## config.mk

```make
export PLATFORM = sky130hd
export DESIGN_NAME = bhxp_index
export DESIGN_NICKNAME = d
export VERILOG_FILES = /design/src/sv/btb_history_xor_predictor_defines.svh /design/src/sv/bhxp_pkg.sv /design/src/sv/bhxp_index.sv
export SDC_FILE = /design/constraint.sdc
export NUM_CORES = 1
export LEC_CHECK = 0
export ABC_AREA = 0
export BUFFER_PORTS_ARGS = -buffer_cell sky130_fd_sc_hd__buf_2
export CELL_PAD_IN_SITES_DETAIL_PLACEMENT = 0
export CELL_PAD_IN_SITES_GLOBAL_PLACEMENT = 1
export CORE_MARGIN = 2
export CORE_UTILIZATION = 21
export DETAILED_ROUTE_END_ITERATION = 12
export PLACE_DENSITY_LB_ADDON = 0.1
export REMOVE_ABC_BUFFERS = 1
export SLEW_MARGIN = 20
export SYNTH_ARGS = -nofsm -noshare
export SYNTH_HDL_FRONTEND = slang
export SYNTH_SLANG_ARGS = --single-unit
export TNS_END_PERCENT = 30
```

## constraint.sdc

```tcl
create_clock -name i_clk -period 0.8 [get_ports i_clk]
set_input_delay 0.16 -clock i_clk [delete_from_list [all_inputs] [get_ports i_clk]]
set_output_delay 0.16 -clock i_clk [all_outputs]
set_load 0.05 [all_outputs]
```

## src/sv/btb_history_xor_predictor_defines.svh

```systemverilog
// Assertion macros for the branch target buffer predictor.
// Used by the top level; expects i_clk and i_rst_n in scope.
`ifndef BTB_HISTORY_XOR_PREDICTOR_DEFINES_SVH
`define BTB_HISTORY_XOR_PREDICTOR_DEFINES_SVH

// Same-cycle implication, checked outside reset
`define BHXP_ASSERT_NOW(lbl, ante, cons, msg) \
    lbl: assert property (@(posedge i_clk) disable iff (!i_rst_n) (ante) |-> (cons)) \
        else $error(msg);

// Next-cycle implication, checked outside reset
`define BHXP_ASSERT_NEXT(lbl, ante, cons, msg) \
    lbl: assert property (@(posedge i_clk) disable iff (!i_rst_n) (ante) |=> (cons)) \
        else $error(msg);

`endif

```

## src/sv/bhxp_pkg.sv

```systemverilog
// Shared types and constants for the branch target buffer predictor.
// No dependencies.
package bhxp_pkg;

    localparam int INDEX_BITS  = 10;
    localparam int TAG_BITS    = 4;
    localparam int PC_W        = 32;
    localparam int TAG_LSB     = INDEX_BITS + 2;
    localparam int ENTRY_W     = TAG_BITS + PC_W;
    localparam int IN_DATA_W   = 3 * PC_W;
    localparam int OUT_USER_W  = 3;

    // Major opcodes, instruction[6:2]
    typedef enum logic [4:0] {
        OPC_BRANCH = 5'd24,
        OPC_JALR   = 5'd25,
        OPC_JAL    = 5'd27
    } t_opcode;

    typedef logic [INDEX_BITS-1:0] t_slot;
    typedef logic [TAG_BITS-1:0]   t_tag;

    // One buffer entry as stored in the RAM
    typedef struct packed {
        t_tag            tag;
        logic [PC_W-1:0] target;
    } t_entry;

    // Lookup info handed from the index unit to the pipeline
    typedef struct packed {
        t_slot slot;
        t_tag  tag;
        logic  ctl;
    } t_lookup;

endpackage

```

## src/sv/bhxp_index.sv

```systemverilog
// Index unit: global history register, opcode decode, slot and tag.
// Depends on bhxp_pkg.
module bhxp_index
    import bhxp_pkg::*;
(
    input  logic            i_clk,
    input  logic            i_rst_n,
    input  logic            i_accept,
    input  logic [PC_W-1:0] i_pc,
    input  logic [4:0]      i_opcode,
    output t_lookup         o_lookup
);

    t_slot r_hist;
    t_slot n_hist;
    logic  ctl;
    logic [1:0] fold;

    // Control transfer decode
    always_comb begin
        unique case (i_opcode) inside
            OPC_BRANCH, OPC_JALR, OPC_JAL: ctl = 1'b1;
            default:                       ctl = 1'b0;
        endcase
    end

    // History shifts two places and folds in pc[3:2]^pc[5:4]
    assign fold   = i_pc[3:2] ^ i_pc[5:4];
    assign n_hist = {r_hist[INDEX_BITS-3:0], 2'b00}
                  ^ {{(INDEX_BITS-2){1'b0}}, fold};

    always_ff @(posedge i_clk) begin
        if (!i_rst_n) begin
            r_hist <= '0;
        end else if (i_accept && ctl) begin
            r_hist <= n_hist;
        end
    end

    assign o_lookup.slot = i_pc[INDEX_BITS+1:2] ^ r_hist;
    assign o_lookup.tag  = i_pc[TAG_LSB+TAG_BITS-1:TAG_LSB];
    assign o_lookup.ctl  = ctl;

endmodule

```

==> summary.md <==
| Metric | Value |
|---|---|
| # rows | 18 |
| CTS Buf Count | 3 |
| CP bufs+invs | 1 |
| Yosys warns | 0 |
| Post CTS Setup Buffer Count | 0 |
| R2r setup slk | 0.11 ns |
| Wirelength, routed | 1094 µm |
| Placed cell areas | 738.2 µm² |
| Clock latency on the worst-skew pair | 0.26 ns |
| Ant diodes | 0 |
| CP max FO | 2 |
| Crit. End Element | primary output |
| Root Buffer | clkbuf_4 |
| Die Ht | 56.24 µm |
| RSZ-0062 raised after global routing | true |
| Total power | 1.244 mW |
| Worst-case vdd ir drop | 0.0008150 V |
| Final min period | 1.122 ns |
| Flip-flop count of the largest register after layout | 10 |
| Part of the power in registers | 40.3% |
| Crit path DAT | 0.96 ns |
| Worst path cell trace | xor2_1 -> buf_4 |
| Commonest non-fill, non-tap cell in the layout | buf_2 |
| Layout Utilization | 32.44% |
| Synth top area share | 34.93% |
| Gr ovfl total | 0 |
| DRT iter0 DRCs | 11 |
| TNS Setup | -3.108 ns |
| Initial Util | 22.72% |
| # port buffers | 28 |
| Sequential area share after synthesis | 34.93% |
| Switching pwr | 0.3542 mW |
| Area Overhead vs Synth | 42.79% |
| Max Fclk | 0.8915 GHz |
| Wire per inst | 9.431 µm |
| Commonest non-fill, non-tap cells in the layout | 17 x buf_2, 14 x buf_4, 12 x xor2_1, 12 x nand2_1 |
| Fin Hold WS | 0.2203 ns |
| Setup slack after layout | -0.3217 ns |
| Combinational power share | 23.2% |
| Switching share of power | 28.47% |
| Antenna violations before repair | 0 |
| Max capacitance violation total | 0 |
| Worst Hold Class | primary input to flip-flop |
| Unique masters post-synth | 12 |
| GPL Wtd Cong | 0.6231 |
| Fin crit share | 140.2% |
| Hold Fails Final Rpt | 0 |
| Die Footprint | 3162 µm² |
| Largest net degree at the start of global routing | 13 |
| Synth top area cells | dfxtp_1 35%, xor2_1 18%, mux2i_1 17% |
| Synthesized area | 573.1 µm² |
| Final nets | 127 |
| Worst slew pin tran | 0.2137 ns |
| Power per cell area | 1520 nW/µm² |
| First-pass GRT wire length | 1711 µm |
| Syn Area/Cell | 10.23 µm² |
| Int Pwr | 0.8899 mW |
| Crit path launch | r_hist[1] |
| Worst hold stages | 4 |
| Levels on crit path | 2 |
| ANT nets after route | 0 |
| Setup violators final | 11 |
| DRC violation count after routing | 0 |
| H-tree levels | 1 |
| Vias in the first global route | 383 |
| CTS Buffer Depth | 2 |
| Slew margin rel. | 85.75% |
| Startpoint Class | flip-flop |
| Yosys top cell by area | dfxtp_1 |
| Clock slew at reported path FFs | 0.07 ns |
| Design Area, Final | 818.3 µm² |
| End of the worst register-to-register path | r_hist[6] |
| CP max stage delay | 0.34 ns |
| Die W | 56.24 µm |
| Failing checks | negative setup slack |
| Post-DR vias/cell | 3.957 |
| Worst R2R Start | r_hist[4] |
| Synth Register Bits | 10 |
| Total GRT Usage | 7.211% |
| Reg2reg path depth | 3 |
| Clk pwr share | 36.5% |
| Status | finished with violations |
| Most flops, register | r_hist |
| CTS tree | done |
| CORE AREA | 2522 µm² |
| Mapped Cells | 56 |
| Vias | 459 |
| Top delay family on crit path | flip-flops |
| Slew Limit Fails | 0 |
| Kind of critical path | flip-flop to primary output |
| Biggest regs | r_hist (10) |
| Clock Sinks | 10 |
| Share of layout cells above drive strength 1 | 58.14% |
| Required @ worst endpoint | 0.64 ns |
| Layout Skew | 0.005274 ns |
| Leakage | 0.3986 nW |
| DP HPWL | 862.7 µm |
| First-pass iteration count of the detailed router | 4 |
| Slowest CP cell | dfxtp_2 |
| Ports | 55 |
| CP endpoint | o_lookup[6] |
[final cells by class]
cell class	instances	area, µm²
Clock buffer	4	36.28
Fill cell	283	1704
Multi-Input combinational cell	39	310.3
Sequential cell	10	212.7
Tap cell	30	37.54
Timing Repair Buffer	33	221.5
[power by group through the flow]
stage | registers, mW | logic (mW) | clock network [mW]
after global routing | 0.501 | 0.305 | 0.506
after CTS | 0.501 | 0.291 | 0.483
final | 0.501 | 0.289 | 0.454
after floorplan | 0.512 | 0.162 | 0
after detailed placement | 0.513 | 0.271 | 0
after global placement | 0.513 | 0.272 | 0
[through the flow]
step,std cells,worst slack (ns)
2_1_floorplan,49,-0.4449
3_3_place_gp,112,-0.2010
3_5_place_dp,112,-0.1757
4_1_cts,116,-0.3418
5_1_grt,116,-0.3912
6_report,116,-0.3217
[worst min-delay path by stage]
stage                     startpoint           to
after floorplan              i_rst_n    r_hist[0]
after global placement      i_pc[12]  o_lookup[1]
after detailed placement    i_pc[12]  o_lookup[1]
after CTS                    i_pc[2]    r_hist[0]
after global routing         i_pc[2]    r_hist[0]
final                        i_pc[2]    r_hist[0]
[kinds of logic (layout without fill, tap and decap cells)]
logic type | after synthesis | count (layout) | synth area share (%)
buffers and inverters | 7 | 37 | 10.92
multiplexers | 10 | 10 | 17.47
flip-flops | 10 | 10 | 34.93
XOR/XNOR | 12 | 12 | 18.34
AND/OR/NAND/NOR | 17 | 17 | 18.34
[metal layers]
| layer | vias up | part of all wire, % | track usage (%) |
|---|---|---|---|
| met5 | - | 0 | 0 |
| met4 | 0 | 0 | 3.061 |
| met3 | 0 | 14 | 6.512 |
| met2 | 24 | 40 | 8.571 |
| met1 | 194 | 46 | 8.762 |
| li1 | 241 | - | - |
[Yosys cell counts]
| cell | n |
|---|---|
| buf_2 | 1 |
| xor2_1 | 12 |
| nand2_1 | 12 |
| dfxtp_1 | 10 |
| nand2b_4 | 1 |
| nand3_1 | 1 |
| nor2_1 | 1 |
| mux2i_1 | 10 |
| buf_4 | 5 |
| nor2b_4 | 1 |
| buf_12 | 1 |
| nand4b_4 | 1 |
[worst min-delay path: cells and delay by family]
family        cells  cell delay (ns)
xor+xnor          1             0.07
buf+inv           1             0.10
mux               1             0.06
simple gates      1             0.06
[timing repair]
| action | CTS | global route |
|---|---|---|
| endpoints found under the setup margin | 11 | 11 |
| endpoints found under the hold margin | 0 | 0 |
| resized for setup | 21 | 1 |
| hold buffers | 0 | 0 |
Power figures use the tool's default switching activity.
